## config.mk

```make
export PLATFORM = sky130hd
export DESIGN_NAME = tone_divider_control_core
export DESIGN_NICKNAME = d
export VERILOG_FILES = /design/src/hdl/tdc_pkg.sv /design/src/hdl/tdc_ctrl.sv /design/src/hdl/tdc_dp.sv /design/src/hdl/tone_divider_control_core.sv
export SDC_FILE = /design/constraint.sdc
export NUM_CORES = 1
export LEC_CHECK = 0
export BUFFER_PORTS_ARGS = -buffer_cell sky130_fd_sc_hd__buf_2
export CORE_UTILIZATION = 62
export CTS_CLUSTER_DIAMETER = 120
export DETAILED_ROUTE_END_ITERATION = 12
export PLACE_DENSITY_LB_ADDON = 0.1
export SYNTH_ARGS = -nofsm -noshare
export SYNTH_HDL_FRONTEND = slang
export SYNTH_SLANG_ARGS = --single-unit
```

## constraint.sdc

```tcl
create_clock -name clk -period 13.8 [get_ports clk]
set_input_delay 2.07 -clock clk [delete_from_list [all_inputs] [get_ports clk]]
set_output_delay 2.07 -clock clk [all_outputs]
set_load 0.01 [all_outputs]
```

## src/hdl/tdc_pkg.sv

```systemverilog
// Shared types, register indexes and reset constants of the tone divider control block.
package tdc_pkg;

  localparam int unsigned ADC_BITS_DEF = 10;

  localparam logic [7:0] CHAR_PLUS  = 8'h2B;
  localparam logic [7:0] CHAR_MINUS = 8'h2D;

  localparam logic [15:0] MIN_FREQ_RST       = 16'd50;
  localparam logic [15:0] MAX_FREQ_RST       = 16'd1000;
  localparam logic [7:0]  STEP_SIZE_RST      = 8'd10;
  localparam logic [23:0] TIMER_CLOCK_RST    = 24'd62500;
  localparam logic [9:0]  ADC_FULL_SCALE_RST = 10'd1023;
  localparam logic [15:0] TONE_FREQ_RST      = 16'd250;

  localparam int unsigned CFG_DATA_W  = 24;
  localparam int unsigned CFG_INDEX_W = 3;

  typedef enum logic [CFG_INDEX_W-1:0] {
    REG_MIN_FREQ       = 3'd0,
    REG_MAX_FREQ       = 3'd1,
    REG_STEP_SIZE      = 3'd2,
    REG_TIMER_CLOCK    = 3'd3,
    REG_ADC_FULL_SCALE = 3'd4
  } tdc_reg_t;

  typedef enum logic [2:0] {
    ST_IDLE,
    ST_MUL,
    ST_LOAD_Q,
    ST_QUO,
    ST_SUM,
    ST_LOAD_D,
    ST_DIV,
    ST_DONE
  } tdc_state_t;

  // Commands from the controller to the datapath.
  typedef struct packed {
    logic capture;
    logic mul;
    logic div_load;
    logic div_sel_timer;
    logic div_step;
    logic sum;
    logic load_out;
  } tdc_cmd_t;

  // Status from the datapath to the controller.
  typedef struct packed {
    logic need_mul;
  } tdc_status_t;

endpackage

```

## src/hdl/tdc_ctrl.sv

```systemverilog
// Controller state machine that sequences capture, multiply, divisions and result hand-off.
module tdc_ctrl
  import tdc_pkg::*;
#(
  parameter int unsigned DIV_W = 26
) (
  input  logic        clk,
  input  logic        rst_n,
  input  logic        in_valid,
  output logic        in_stall,
  output logic        out_valid,
  input  logic        out_stall,
  input  tdc_status_t status,
  output tdc_cmd_t    cmd
);

  localparam int unsigned CNT_W = $clog2(DIV_W);

  tdc_state_t       state_r, state_nxt;
  logic [CNT_W-1:0] cnt_r, cnt_nxt;
  logic             out_valid_r, out_valid_nxt;
  logic             last_step;

  assign last_step = (cnt_r == CNT_W'(DIV_W - 1));
  assign in_stall  = (state_r != ST_IDLE);
  assign out_valid = out_valid_r;

  always_ff @(posedge clk) begin
    if (!rst_n) begin
      state_r     <= ST_IDLE;
      cnt_r       <= '0;
      out_valid_r <= 1'b0;
    end else begin
      state_r     <= state_nxt;
      cnt_r       <= cnt_nxt;
      out_valid_r <= out_valid_nxt;
    end
  end

  always_comb begin
    state_nxt     = state_r;
    cnt_nxt       = cnt_r;
    out_valid_nxt = out_valid_r && out_stall;
    cmd           = '0;
    unique case (state_r)
      ST_IDLE: begin
        if (in_valid) begin
          cmd.capture = 1'b1;
          state_nxt   = status.need_mul ? ST_MUL : ST_LOAD_D;
        end
      end
      ST_MUL: begin
        cmd.mul   = 1'b1;
        state_nxt = ST_LOAD_Q;
      end
      ST_LOAD_Q: begin
        cmd.div_load = 1'b1;
        cnt_nxt      = '0;
        state_nxt    = ST_QUO;
      end
      ST_QUO: begin
        cmd.div_step = 1'b1;
        cnt_nxt      = cnt_r + 1'b1;
        if (last_step) begin
          state_nxt = ST_SUM;
        end
      end
      ST_SUM: begin
        cmd.sum   = 1'b1;
        state_nxt = ST_LOAD_D;
      end
      ST_LOAD_D: begin
        cmd.div_load      = 1'b1;
        cmd.div_sel_timer = 1'b1;
        cnt_nxt           = '0;
        state_nxt         = ST_DIV;
      end
      ST_DIV: begin
        cmd.div_step = 1'b1;
        cnt_nxt      = cnt_r + 1'b1;
        if (last_step) begin
          state_nxt = ST_DONE;
        end
      end
      ST_DONE: begin
        // The result register is free once its previous transaction has gone.
        if (!out_valid_r || !out_stall) begin
          cmd.load_out  = 1'b1;
          out_valid_nxt = 1'b1;
          state_nxt     = ST_IDLE;
        end
      end
      default: begin
        state_nxt = ST_IDLE;
      end
    endcase
  end

endmodule

```

## src/hdl/tdc_dp.sv

```systemverilog
// Datapath: configuration registers, tone frequency, multiplier, shared divider and result registers.
module tdc_dp
  import tdc_pkg::*;
#(
  parameter int unsigned ADC_BITS = ADC_BITS_DEF
) (
  input  logic                   clk,
  input  logic                   rst_n,
  input  logic                   cfg_we,
  input  logic [CFG_INDEX_W-1:0] cfg_index,
  input  logic [CFG_DATA_W-1:0]  cfg_wdata,
  input  logic                   in_action,
  input  logic [7:0]             in_received_byte,
  input  logic [ADC_BITS-1:0]    in_adc_sample,
  input  tdc_cmd_t               cmd,
  output tdc_status_t            status,
  output logic [15:0]            out_frequency,
  output logic [15:0]            out_divider,
  output logic                   out_echo_valid,
  output logic [7:0]             out_echo_byte
);

  // Only the low ten bits of a reading are ever used.
  localparam int unsigned SMP_W  = (ADC_BITS < 10) ? ADC_BITS : 10;
  localparam int unsigned PROD_W = SMP_W + 18;
  localparam int unsigned DIV_W  = (SMP_W + 16 > 24) ? SMP_W + 16 : 24;
  localparam int unsigned SUM_W  = DIV_W + 2;

  logic [15:0]        min_freq_r, max_freq_r, tone_r;
  logic [7:0]         step_size_r;
  logic [23:0]        timer_clock_r;
  logic [9:0]         full_scale_r;
  logic [SMP_W-1:0]   sample_r;
  logic               echo_r;
  logic [7:0]         echo_byte_r;
  logic signed [PROD_W-1:0] prod_r;
  logic               neg_r;
  logic [15:0]        rem_r;
  logic [DIV_W-1:0]   quo_r;
  logic [15:0]        dvs_r;
  logic [15:0]        out_freq_r, out_div_r;
  logic               out_echo_r;
  logic [7:0]         out_echo_byte_r;

  logic               is_plus, is_minus;
  logic signed [17:0] step_s;
  logic [15:0]        step_sat, byte_freq;
  logic signed [16:0] diff_s;
  logic [DIV_W-1:0]   prod_mag;
  logic [16:0]        rem_sh, rem_sub;
  logic               q_bit;
  logic signed [SUM_W-1:0] quo_s, sum_s;
  logic [15:0]        sum_sat;
  logic [DIV_W-1:0]   quo_m1;
  logic [15:0]        div_val;

  assign status.need_mul = in_action && (full_scale_r != '0);

  // Terminal byte path: step, saturate to 16 bits, then clamp to max and min.
  always_comb begin
    is_plus  = (in_received_byte == CHAR_PLUS);
    is_minus = (in_received_byte == CHAR_MINUS);
    step_s   = $signed({2'b00, tone_r});
    if (is_plus) begin
      step_s = $signed({2'b00, tone_r}) + $signed({10'd0, step_size_r});
    end else if (is_minus) begin
      step_s = $signed({2'b00, tone_r}) - $signed({10'd0, step_size_r});
    end
    if (step_s < 0) begin
      step_sat = 16'd0;
    end else if (step_s > 18'sd65535) begin
      step_sat = 16'hFFFF;
    end else begin
      step_sat = step_s[15:0];
    end
    byte_freq = step_sat;
    if (byte_freq > max_freq_r) begin
      byte_freq = max_freq_r;
    end
    if (byte_freq < min_freq_r) begin
      byte_freq = min_freq_r;
    end
  end

  assign diff_s   = $signed({1'b0, max_freq_r}) - $signed({1'b0, min_freq_r});
  assign prod_mag = prod_r[PROD_W-1] ? DIV_W'(-prod_r) : DIV_W'(prod_r);

  // One restoring division step.
  always_comb begin
    rem_sh  = {rem_r, quo_r[DIV_W-1]};
    rem_sub = rem_sh - {1'b0, dvs_r};
    q_bit   = (rem_sh >= {1'b0, dvs_r});
  end

  // The quotient truncates towards zero, so the sign is applied to its magnitude.
  always_comb begin
    quo_s = neg_r ? -$signed({2'b00, quo_r}) : $signed({2'b00, quo_r});
    sum_s = $signed({{(SUM_W-16){1'b0}}, min_freq_r}) + quo_s;
    if (sum_s < 0) begin
      sum_sat = 16'd0;
    end else if (sum_s > $signed(SUM_W'(65535))) begin
      sum_sat = 16'hFFFF;
    end else begin
      sum_sat = sum_s[15:0];
    end
  end

  always_comb begin
    quo_m1 = quo_r - 1'b1;
    if (tone_r == '0) begin
      div_val = 16'hFFFF;
    end else if (quo_r == '0) begin
      div_val = 16'd0;
    end else if (|quo_m1[DIV_W-1:16]) begin
      div_val = 16'hFFFF;
    end else begin
      div_val = quo_m1[15:0];
    end
  end

  always_ff @(posedge clk) begin
    if (!rst_n) begin
      min_freq_r    <= MIN_FREQ_RST;
      max_freq_r    <= MAX_FREQ_RST;
      step_size_r   <= STEP_SIZE_RST;
      timer_clock_r <= TIMER_CLOCK_RST;
      full_scale_r  <= ADC_FULL_SCALE_RST;
      tone_r        <= TONE_FREQ_RST;
    end else begin
      if (cfg_we) begin
        unique case (cfg_index)
          REG_MIN_FREQ:       min_freq_r    <= cfg_wdata[15:0];
          REG_MAX_FREQ:       max_freq_r    <= cfg_wdata[15:0];
          REG_STEP_SIZE:      step_size_r   <= cfg_wdata[7:0];
          REG_TIMER_CLOCK:    timer_clock_r <= cfg_wdata[23:0];
          REG_ADC_FULL_SCALE: full_scale_r  <= cfg_wdata[9:0];
          default: begin
          end
        endcase
      end
      if (cmd.capture) begin
        if (!in_action) begin
          tone_r <= byte_freq;
        end else if (full_scale_r == '0) begin
          tone_r <= max_freq_r;
        end
      end else if (cmd.sum) begin
        tone_r <= sum_sat;
      end
    end
  end

  always_ff @(posedge clk) begin
    if (cmd.capture) begin
      sample_r    <= in_adc_sample[SMP_W-1:0];
      echo_r      <= !in_action && (is_plus || is_minus);
      echo_byte_r <= (!in_action && (is_plus || is_minus)) ? in_received_byte : 8'd0;
    end
    if (cmd.mul) begin
      prod_r <= PROD_W'($signed({1'b0, sample_r})) * PROD_W'(diff_s);
    end
    if (cmd.div_load) begin
      rem_r <= '0;
      if (cmd.div_sel_timer) begin
        quo_r <= DIV_W'(timer_clock_r);
        dvs_r <= tone_r;
      end else begin
        quo_r <= prod_mag;
        dvs_r <= {6'd0, full_scale_r};
        neg_r <= prod_r[PROD_W-1];
      end
    end else if (cmd.div_step) begin
      rem_r <= q_bit ? rem_sub[15:0] : rem_sh[15:0];
      quo_r <= {quo_r[DIV_W-2:0], q_bit};
    end
    if (cmd.load_out) begin
      out_freq_r      <= tone_r;
      out_div_r       <= div_val;
      out_echo_r      <= echo_r;
      out_echo_byte_r <= echo_byte_r;
    end
  end

  assign out_frequency  = out_freq_r;
  assign out_divider    = out_div_r;
  assign out_echo_valid = out_echo_r;
  assign out_echo_byte  = out_echo_byte_r;

endmodule

```

## src/hdl/tone_divider_control_core.sv

```systemverilog
// Top level of the tone divider control block: controller and datapath.
// Each transaction on the input channel gives exactly one result transaction.
// Each item's processing time is set by the shared radix-2 divider, DIV_W = 26 bits
// wide for ten-bit readings, which retires one quotient bit per cycle: a sample needs
// it twice, once to scale the reading and once for the timer divider, a byte only for
// the latter; a sample with a zero full scale also needs it only for the latter. One
// item is worked on at a time; the next is accepted as soon as the previous result has
// been placed in the output register, even while that result is still stalled.
// Configuration writes take effect at once and are intended for idle.
module tone_divider_control_core
  import tdc_pkg::*;
#(
  parameter int unsigned ADC_BITS = ADC_BITS_DEF
) (
  input  logic                   clk,
  input  logic                   rst_n,
  input  logic                   cfg_we,
  input  logic [CFG_INDEX_W-1:0] cfg_index,
  input  logic [CFG_DATA_W-1:0]  cfg_wdata,
  input  logic                   in_valid,
  output logic                   in_stall,
  input  logic                   in_action,
  input  logic [7:0]             in_received_byte,
  input  logic [ADC_BITS-1:0]    in_adc_sample,
  output logic                   out_valid,
  input  logic                   out_stall,
  output logic [15:0]            out_frequency,
  output logic [15:0]            out_divider,
  output logic                   out_echo_valid,
  output logic [7:0]             out_echo_byte
);

  localparam int unsigned SMP_W = (ADC_BITS < 10) ? ADC_BITS : 10;
  localparam int unsigned DIV_W = (SMP_W + 16 > 24) ? SMP_W + 16 : 24;

  tdc_cmd_t    cmd;
  tdc_status_t status;

  tdc_ctrl #(
    .DIV_W(DIV_W)
  ) u_ctrl (
    .clk      (clk),
    .rst_n    (rst_n),
    .in_valid (in_valid),
    .in_stall (in_stall),
    .out_valid(out_valid),
    .out_stall(out_stall),
    .status   (status),
    .cmd      (cmd)
  );

  tdc_dp #(
    .ADC_BITS(ADC_BITS)
  ) u_dp (
    .clk             (clk),
    .rst_n           (rst_n),
    .cfg_we          (cfg_we),
    .cfg_index       (cfg_index),
    .cfg_wdata       (cfg_wdata),
    .in_action       (in_action),
    .in_received_byte(in_received_byte),
    .in_adc_sample   (in_adc_sample),
    .cmd             (cmd),
    .status          (status),
    .out_frequency   (out_frequency),
    .out_divider     (out_divider),
    .out_echo_valid  (out_echo_valid),
    .out_echo_byte   (out_echo_byte)
  );

endmodule

```

==> impl_metrics.yaml, run 1 <==
synthesis:
  ys_seq_area_frac: 0.278
  synthDistinctLibCells: 90
  synth_ff_type: "edfxtp_1"
  ys_ff_latch: 245
  async_flop_share: 0
  synth_top_family_by_area: "adder cells"
  synthMuxAreaShare: 0.0163
  syn_area_per_cell_um2: 8.75
  yosysWarnings: 0
  synth_area_leaders: "edfxtp_1 (17%), fa_1 (14%), dfxtp_1 (10%)"
  syn-instance-count: 2554
  yosysTopAreaCell: "edfxtp_1"
  synth_edf_count: 130
  synthAdderAreaFrac: 0.235
  synth_compound_area_frac: 0.163
  synth_xor_area_frac: 0.0482
  synth_top_area_frac: 0.175
  synthSimpleGateAreaFrac: 0.194
  netlist_area_um2: 22400
flow_run:
  max_cap_violations: 0
sta:
  finalSetupTns_ns: 0
  period_share: 0.671
  hold_violations: 0
  drv_slew: 0
  finClkSkew_ns: 0.0211
  max_freq_mhz: 108
  tightest_slew_ns: 1.27
  setup_viol: 0
  relSlewSlack: 0.142
  period_needed_ns: 9.26
  rsz0062_at_grt: "false"
clock_network:
  clock-sinks: 245
  numCtsBuffers: 29
  tritoncts: "built"
  root_buffer: "clkbuf_16"
  hold_buffers: 0
  htree_num_levels: 1
  post_cts_buffers: 0
  post_cts_resized: 0
  path_clk_slew_ns: 0.06
  cts_buffer_depth: 3
  clk_latency_ns: 0.59
setup_path:
  startpoint_type: "flop"
  cp_slowest_cell: "a21oi_1"
  path_delay_family: "compound AO/OA/AOI/OAI gates"
  r2r_cells: 28
  critPathMaxFanout: 15
  path_common_cell: "fa_1"
  cpPeakStageDelay_ns: 0.87
  cp.required_ns: 14.13
  path_depth: 28
  crit_buf_inv: 3
  end_kind: "flop"
  worstPathArrival_ns: 9.59
  worstSetupPathType: "reg2reg"
floorplanning:
  ios: 94
  initial_core_util: 0.630
  std_cell_rows: 69
  dieArea_um2: 36800
  die_x_um: 192
  core_area_um2: 35500
  die_h_um: 192
hold_path:
  hp-class: "reg2reg"
  hold_path_depth: 0
grt:
  grtUsageTotal: 0.354
  antenna_found_initial: 0
  grt_pass1_wl_um: 100000
  grt_pass1_vias: 18400
  grt.overflow.total: 0
  grt_max_degree: 46
routing:
  vias_per_cell: 6.24
  drt_wl_total_um: 64000
  vias: 19100
  ant_nets: 0
  first_iter_violations: 1720
  drc: 0
  dr.pass1.iters: 5
  wl_per_cell_um: 20.9
placed_design:
  gp_congestion: 0.945
  io_buffer_count: 93
  dp_hpwl_um: 49100
final_layout:
  syn_to_final_growth_pct: 7.77
  nNetsFinal: 2952
  register_area_um2: 6210
  fill_cells: 2887
  multi_input_area_um2: 14700
  drive_gt1_frac: 0.0785
  diodes: 0
  utilization: 0.679
run_status:
  outcome: "finished clean"
## cells by family after synthesis
kind of cell             count (synthesis)
AO/OA/AOI/OAI                          557
multiplexers                            35
adder cells (fa/ha/maj)                325
XOR/XNOR                               123
flip-flops                             245
buffers and inverters                  393
other                                    1
AND/OR/NAND/NOR                        875
## flip-flops by register name, indices dropped and copies added (netlist names)
name / count
u_dp.dvs_r: 16
u_dp.out_frequency: 16
u_dp.sample_r: 10
u_dp.out_echo_byte: 8
u_dp.step_size_r: 8
u_dp.out_echo_valid: 1
u_dp.full_scale_r: 10
u_dp.quo_r: 26
u_dp.echo_byte_r: 8
u_ctrl.cnt_r: 5
u_dp.rem_r: 16
u_dp.prod_r: 27
u_ctrl.state_r: 3
u_dp.min_freq_r: 16
u_dp.echo_r: 1
u_dp.neg_r: 1
u_dp.timer_clock_r: 24
u_ctrl.out_valid: 1
u_dp.out_divider: 16
u_dp.tone_r: 16
u_dp.max_freq_r: 16
## cell usage in the layout (no fill, tap or decap), types with 93 or more instances in the layout
| master | netlist | final |
|---|---|---|
| fa_1 | 158 | 158 |
| inv_1 | 272 | 272 |
| a21oi_1 | 153 | 152 |
| nor2_1 | 131 | 130 |
| ha_1 | 167 | 167 |
| buf_2 | 6 | 93 |
| o21ai_0 | 144 | 144 |
| nand2_1 | 348 | 348 |
| edfxtp_1 | 130 | 130 |
| and2_1 | 94 | 94 |
| dfxtp_1 | 115 | 115 |
## metrics by stage
stage	hold slack, ns	cell area (um^2)	setup slack [ns]	std cells
after global placement	0.401	23100	4.44	3006
after detailed placement	0.405	23100	4.40	3006
after floorplan	0.400	22400	5.58	2556
after global routing	0.427	24100	3.91	3060
final	0.417	24100	4.54	3060
after CTS	0.418	24100	4.46	3060
## worst reg2reg max path, delay by kind of cell (launching register included)
family / cells / cell delay [ns]
flops: 1 / 0.37
fa+ha+maj: 8 / 3.53
xor+xnor: 1 / 0.12
simple gates: 3 / 1.02
compound gates: 13 / 3.76
buf+inv: 3 / 0.19
## cells in the mapped netlist (8+ instances only)
cell / instances
a221oi_1: 12
a21oi_1: 153
a22oi_1: 22
nor3_1: 33
o41ai_1: 14
and2_1: 94
o31ai_1: 14
o21ai_0: 144
xnor2_1: 73
nor4_1: 15
mux2i_1: 23
nand4b_1: 10
o21a_1: 14
fa_1: 158
mux2_2: 12
a221o_1: 9
dfxtp_1: 115
and3_1: 23
xor2_1: 50
a21boi_0: 10
a311oi_1: 8
o311ai_0: 10
nor3b_1: 16
edfxtp_1: 130
clkbuf_1: 108
a31oi_1: 11
nor2b_1: 36
nand4_1: 9
a211oi_1: 11
o211ai_1: 19
or3_1: 19
nand2b_1: 21
nor2_1: 131
nand2_1: 348
or4_1: 8
inv_1: 272
a21o_1: 23
or2_2: 11
nand3_1: 62
ha_1: 167
## final timing paths
path	slack, ns	endpoint	startpoint
worst max-delay path	4.54	u_dp.prod_r[27]$_DFFE_PP_	u_dp.max_freq_r[0]$_SDFFE_PN0P_
worst max register to register	4.54	u_dp.prod_r[27]$_DFFE_PP_	u_dp.max_freq_r[0]$_SDFFE_PN0P_
worst min register to register	0.42	u_dp.out_echo_byte[0]$_DFFE_PP_	u_dp.echo_byte_r[0]$_SDFFCE_PN0P_
worst min-delay path	0.42	u_dp.out_echo_byte[0]$_DFFE_PP_	u_dp.echo_byte_r[0]$_SDFFCE_PN0P_
## metal layers
metal	GRT usage	part of all wire	vias up
li1	-	-	8895
met1	0.459	0.41	9190
met2	0.577	0.47	830
met3	0.0554	0.076	188
met4	0.174	0.050	0
met5	0	0	-
## final cells by class
class | instances | share of cell area
Multi-Input combinational cell | 1918 | 0.610
Clock inverter | 20 | 0.00955
Timing Repair Buffer | 108 | 0.0240
Sequential cell | 245 | 0.258
Clock buffer | 34 | 0.0326
Tap cell | 461 | 0.0239
Inverter | 274 | 0.0427
Power of run 1 is left out: the tool's default activity adds up to more than one toggle a clock period on the data nets, which glitch-free logic cannot reach.
==> inputs of run 2 (changes only) <==
==> constraint.sdc (replaced) <==
create_clock -name clk -period 9.2 [get_ports clk]
set_input_delay 1.38 -clock clk [delete_from_list [all_inputs] [get_ports clk]]
set_output_delay 1.38 -clock clk [all_outputs]
set_load 0.01 [all_outputs]
==> run 2 against run 1 <==
  * Worst hold slack improved by 0.00088 ns
  * Register-to-register slack got worse by 3.9 ns
  * First-iteration DRC count decreased by 19%
  * Sequential share of layout area decreased by 0.11 points
  * Clock-buffer cell count increased by 3
  * Non-clock buffer count increased by 18
  * Critical path type unchanged
  * Cell count increased by 0.65%
==> impl_metrics.yaml, run 2 (synthesis results as in run 1) <==
run_status:
  outcome: "finished clean"
routing:
  vias: 19100
  ant_nets: 0
  drc: 0
  vias_per_cell: 6.21
  first_iter_violations: 1396
  wl_per_cell_um: 20.5
  drt_wl_total_um: 63200
  dr.pass1.iters: 6
setup_path:
  startpoint: "u_dp.max_freq_r[0]$_SDFFE_PN0P_"
  regToRegSetupSlack_ns: 0.66
  worstSetupPathType: "reg2reg"
  end_kind: "flop"
  startpoint_type: "flop"
  worstPathArrival_ns: 8.87
  r2r-end: "u_dp.prod_r[27]$_DFFE_PP_"
  path_common_cell: "fa_1"
  r2r_cells: 30
  endpoint: "u_dp.prod_r[27]$_DFFE_PP_"
  cp_slowest_cell: "fa_1"
  r2r-start: "u_dp.max_freq_r[0]$_SDFFE_PN0P_"
  cp.required_ns: 9.53
  critPathMaxFanout: 5
  cpPeakStageDelay_ns: 0.57
grt:
  met1_usage: 0.461
  top_usage_layer: "met2"
  grt_pass1_vias: 18800
  met2_usage: 0.581
  grt_use_met3: 0.0508
  grt.overflow.total: 0
  grtUsageTotal: 0.352
  grt_pass1_wl_um: 100000
  grt_max_degree: 50
  antenna_found_initial: 0
clock_network:
  htree_num_levels: 1
  clock-sinks: 245
  hold_buffers: 0
  numCtsBuffers: 30
  root_buffer: "clkbuf_16"
  cts_buffer_depth: 3
  tritoncts: "built"
  path_clk_slew_ns: 0.06
  clk_latency_ns: 0.60
floorplanning:
  std_cell_rows: 69
  die_h_um: 192
  core_area_um2: 35500
  initial_core_util: 0.630
  die_x_um: 192
  ios: 94
  dieArea_um2: 36800
sta:
  tightest_slew_ns: 1.14
  period_needed_ns: 8.54
  max_freq_mhz: 117
  finalSetupTns_ns: 0
  setup_slack_ns: 0.663
  finClkSkew_ns: 0.0244
  period_share: 0.928
  drv_slew: 0
  relSlewSlack: 0.239
  setup_viol: 0
  hold_violations: 0
  rsz0062_at_grt: "false"
final_layout:
  drive_gt1_frac: 0.0844
  mostFrequentLayoutCells: "nand2_1 (348), inv_1 (272), ha_1 (167), fa_1 (158), a21oi_1 (152)"
  diodes: 0
  final_common_cell: "nand2_1"
  reg_top3: "u_dp.prod_r x27, u_dp.quo_r x26, u_dp.timer_clock_r x24"
  syn_to_final_growth_pct: 8.24
  largest_reg_flops: 27
  nNetsFinal: 2971
  utilization: 0.682
  regMostFlops: "u_dp.prod_r"
  fill_cells: 2900
placed_design:
  gp_congestion: 0.966
  preCtsSetupSlack_ns: 0.449
  io_buffer_count: 93
  dp_hpwl_um: 48300
flow_run:
  max_cap_violations: 0
hold_path:
  hp-class: "reg2reg"
## run 2: cell count changes in the layout (fill, tap and decap cells not counted), moves of 2 or more
cell / change
buf_4: +18
clkbuf_1: +5
bufinv_16: -2
clkinvlp_4: +2
clkbuf_8: -3
## run 2: worst min path at each step
stage,start,end,slack (ns),depth (start not counted)
2_1_floorplan,u_dp.echo_byte_r[0]$_SDFFCE_PN0P_,u_dp.out_echo_byte[0]$_DFFE_PP_,0.40,0
6_report,u_dp.echo_byte_r[7]$_SDFFCE_PN0P_,u_dp.out_echo_byte[7]$_DFFE_PP_,0.42,0
4_1_cts,u_dp.echo_r$_DFFE_PP_,u_dp.out_echo_valid$_DFFE_PP_,0.42,0
3_5_place_dp,u_dp.echo_r$_DFFE_PP_,u_dp.out_echo_valid$_DFFE_PP_,0.40,0
5_1_grt,u_dp.echo_byte_r[4]$_SDFFCE_PN0P_,u_dp.out_echo_byte[4]$_DFFE_PP_,0.42,0
3_3_place_gp,u_dp.echo_byte_r[2]$_SDFFCE_PN0P_,u_dp.out_echo_byte[2]$_DFFE_PP_,0.40,0
## run 2: stage by stage
| step | area [um^2] | hold WS, ns | instances |
|---|---|---|---|
| after global placement | 23200 | 0.401 | 3024 |
| after CTS | 24200 | 0.419 | 3080 |
| after global routing | 24200 | 0.422 | 3080 |
| after floorplan | 22400 | 0.400 | 2556 |
| final | 24200 | 0.417 | 3080 |
| after detailed placement | 23200 | 0.405 | 3024 |
## run 2: repair_timing
| item | 4_1_cts | 5_1_grt |
|---|---|---|
| endpoints found under the setup margin | 0 | 2 |
| endpoints found under the hold margin | 0 | 0 |
| buffers inserted | 0 | 0 |
| resized for setup | 0 | 2 |
## run 2: layout make-up
cell class / instances / area, um^2 / area share
Clock buffer: 37 / 787 / 0.0325
Clock inverter: 19 / 191 / 0.00791
Inverter: 274 / 1030 / 0.0425
Multi-Input combinational cell: 1918 / 14700 / 0.607
Sequential cell: 245 / 6210 / 0.256
Tap cell: 461 / 577 / 0.0238
Timing Repair Buffer: 126 / 713 / 0.0295
## run 2: critical path: cells and delay by family, from the launching register on
kind / cells / cell delay [ns]
AOI/OAI and AO/OA: 12 / 2.89
xor gates and xnor gates: 2 / 0.28
adders and majority gates: 8 / 3.43
buffers and inverters: 3 / 0.19
DFF: 1 / 0.36
and+or+nand+nor: 5 / 1.11
## run 2: metal layers
layer / vias up / share of wire
met5: - / 0
met3: 163 / 0.070
li1: 8909 / -
met2: 758 / 0.47
met1: 9286 / 0.42
met4: 0 / 0.043
Power of run 2 is left out for the same reason.
==> inputs of run 3 (changes only) <==
--- a/config.mk
+++ b/config.mk
@@ -9,7 +9,7 @@
 export CORE_UTILIZATION = 62
 export CTS_CLUSTER_DIAMETER = 120
 export DETAILED_ROUTE_END_ITERATION = 12
-export PLACE_DENSITY_LB_ADDON = 0.1
+export PLACE_DENSITY = 0.8
 export SYNTH_ARGS = -nofsm -noshare
 export SYNTH_HDL_FRONTEND = slang
 export SYNTH_SLANG_ARGS = --single-unit
==> run 3 against run 2 <==
  * First-iteration DRC count is 33% higher
  * Clock skew grew 0.0021 ns
  * Maximum frequency down 0.41%
  * Cell count is 0.32% lower
  * Non-clock buffer count shrank 6
  * Global-route usage shrank 0.10 points
  * Worst hold slack lost 0.0012 ns
  * Via count increased by 1.5%
==> impl_metrics.yaml, run 3 (synthesis results as in run 1) <==
final_layout:
  diodes: 0
  final_cell_area_um2: 24200
  largest_reg_flops: 27
  multi_input_area_um2: 14700
  fill_cells: 2807
  final_common_cell: "nand2_1"
  nNetsFinal: 2963
  mostFrequentLayoutCells: "nand2_1 (348), inv_1 (272), ha_1 (167), fa_1 (158), a21oi_1 (152)"
  reg_top3: "u_dp.prod_r x27, u_dp.quo_r x26, u_dp.timer_clock_r x24"
  utilization: 0.683
  drive_gt1_frac: 0.0836
  syn_to_final_growth_pct: 8.37
  regMostFlops: "u_dp.prod_r"
  register_area_um2: 6210
setup_path:
  r2r_cells: 31
  cpPeakStageDelay_ns: 0.56
  critPathMaxFanout: 5
  end_kind: "flop"
  cp.required_ns: 9.52
  r2r-end: "u_dp.prod_r[27]$_DFFE_PP_"
  r2r-start: "u_dp.min_freq_r[0]$_SDFFE_PN0P_"
  cp_slowest_cell: "fa_1"
  path_common_cell: "fa_1"
  worstPathArrival_ns: 8.89
  regToRegSetupSlack_ns: 0.63
  worstSetupPathType: "reg2reg"
  startpoint_type: "flop"
clock_network:
  path_clk_slew_ns: 0.06
  clk_latency_ns: 0.58
  root_buffer: "clkbuf_16"
  tritoncts: "built"
  clock-sinks: 245
  numCtsBuffers: 28
  htree_num_levels: 1
  hold_buffers: 0
  cts_buffer_depth: 3
floorplanning:
  ios: 94
  std_cell_rows: 69
  core_area_um2: 35500
  die_x_um: 192
  die_h_um: 192
  initial_core_util: 0.630
  dieArea_um2: 36800
hold_path:
  worstHoldStart: "u_dp.echo_byte_r[3]$_SDFFCE_PN0P_"
  hp-class: "reg2reg"
  whs_endpoint: "u_dp.out_echo_byte[3]$_DFFE_PP_"
  hold_path_depth: 0
sta:
  max_freq_mhz: 117
  setup_viol: 0
  finalSetupTns_ns: 0
  period_share: 0.932
  rsz0062_at_grt: "false"
  hold_violations: 0
  finClkSkew_ns: 0.0265
  period_needed_ns: 8.57
  relSlewSlack: 0.237
  tightest_slew_ns: 1.14
  drv_slew: 0
routing:
  vias: 19400
  first_iter_violations: 1851
  drc: 0
  wl_per_cell_um: 20.6
  dr.pass1.iters: 7
  drt_wl_total_um: 63200
  vias_per_cell: 6.32
  ant_nets: 0
flow_run:
  max_cap_violations: 0
grt:
  grt_pass1_vias: 19000
  antenna_found_initial: 0
  grt_max_degree: 53
  grt.overflow.total: 0
  grt_pass1_wl_um: 100000
  grtUsageTotal: 0.350
run_status:
  outcome: "finished clean"
placed_design:
  dp_hpwl_um: 48300
  gp_congestion: 1.00
  io_buffer_count: 93
  placed_area_um2: 23100
-- run 3: cell count changes in the layout (fill, tap and decap cells not counted), sizes merged --
cell / before / now
clkbuf: 37 / 34
buf: 126 / 120
clkinvlp: 4 / 3
clkinv: 14 / 9
bufinv: 2 / 6
inv: 273 / 274
-- run 3: critical path, delay by kind of cell (launching register included) --
| family | cells | cell delay [ns] |
|---|---|---|
| adders and majority gates | 8 | 3.39 |
| AOI/OAI and AO/OA | 13 | 2.88 |
| and+or+nand+nor | 5 | 1.01 |
| DFF | 1 | 0.43 |
| buffers and inverters | 3 | 0.31 |
| xor gates and xnor gates | 2 | 0.28 |
-- run 3: how the worst max path moves through the flow --
stage,start,endpoint,cells after the start
floorplan,u_dp.max_freq_r[0]$_SDFFE_PN0P_,u_dp.prod_r[27]$_DFFE_PP_,30
global placement,u_dp.min_freq_r[0]$_SDFFE_PN0P_,u_dp.prod_r[27]$_DFFE_PP_,30
CTS,u_dp.min_freq_r[0]$_SDFFE_PN0P_,u_dp.prod_r[27]$_DFFE_PP_,29
global route,u_dp.max_freq_r[0]$_SDFFE_PN0P_,u_dp.prod_r[27]$_DFFE_PP_,32
finish,u_dp.min_freq_r[0]$_SDFFE_PN0P_,u_dp.prod_r[27]$_DFFE_PP_,31
detailed placement,u_dp.min_freq_r[0]$_SDFFE_PN0P_,u_dp.prod_r[27]$_DFFE_PP_,29
-- run 3: routing by layer --
| metal | GRT usage | up-vias | wire [um] |
|---|---|---|---|
| li1 | - | 8892 | - |
| met1 | 0.436 | 9398 | 24500 |
| met2 | 0.603 | 900 | 30800 |
| met3 | 0.0411 | 211 | 4730 |
| met4 | 0.170 | 0 | 3210 |
| met5 | 0 | - | 0 |
-- run 3: through the flow --
| stage | hold WS [ns] | instances | setup WS, ns |
|---|---|---|---|
| after floorplan | 0.400 | 2556 | 1.09 |
| final | 0.416 | 3070 | 0.628 |
| after global placement | 0.401 | 3015 | 0.717 |
| after detailed placement | 0.405 | 3015 | 0.565 |
| after global routing | 0.430 | 3070 | 0.0947 |
| after CTS | 0.418 | 3067 | 0.503 |
-- run 3: repair_timing --
item / 4_1_cts / 5_1_grt
resized for setup: 0 / 1
endpoints found under the setup margin: 0 / 1
setup buffers: 0 / 3
-- run 3: area by class of cell --
class / count / share of cell area
Timing Repair Buffer: 120 / 0.0276
Multi-Input combinational cell: 1918 / 0.606
Clock inverter: 18 / 0.0118
Clock buffer: 34 / 0.0320
Tap cell: 461 / 0.0238
Inverter: 274 / 0.0424
Sequential cell: 245 / 0.256
Power of run 3 is left out for the same reason.
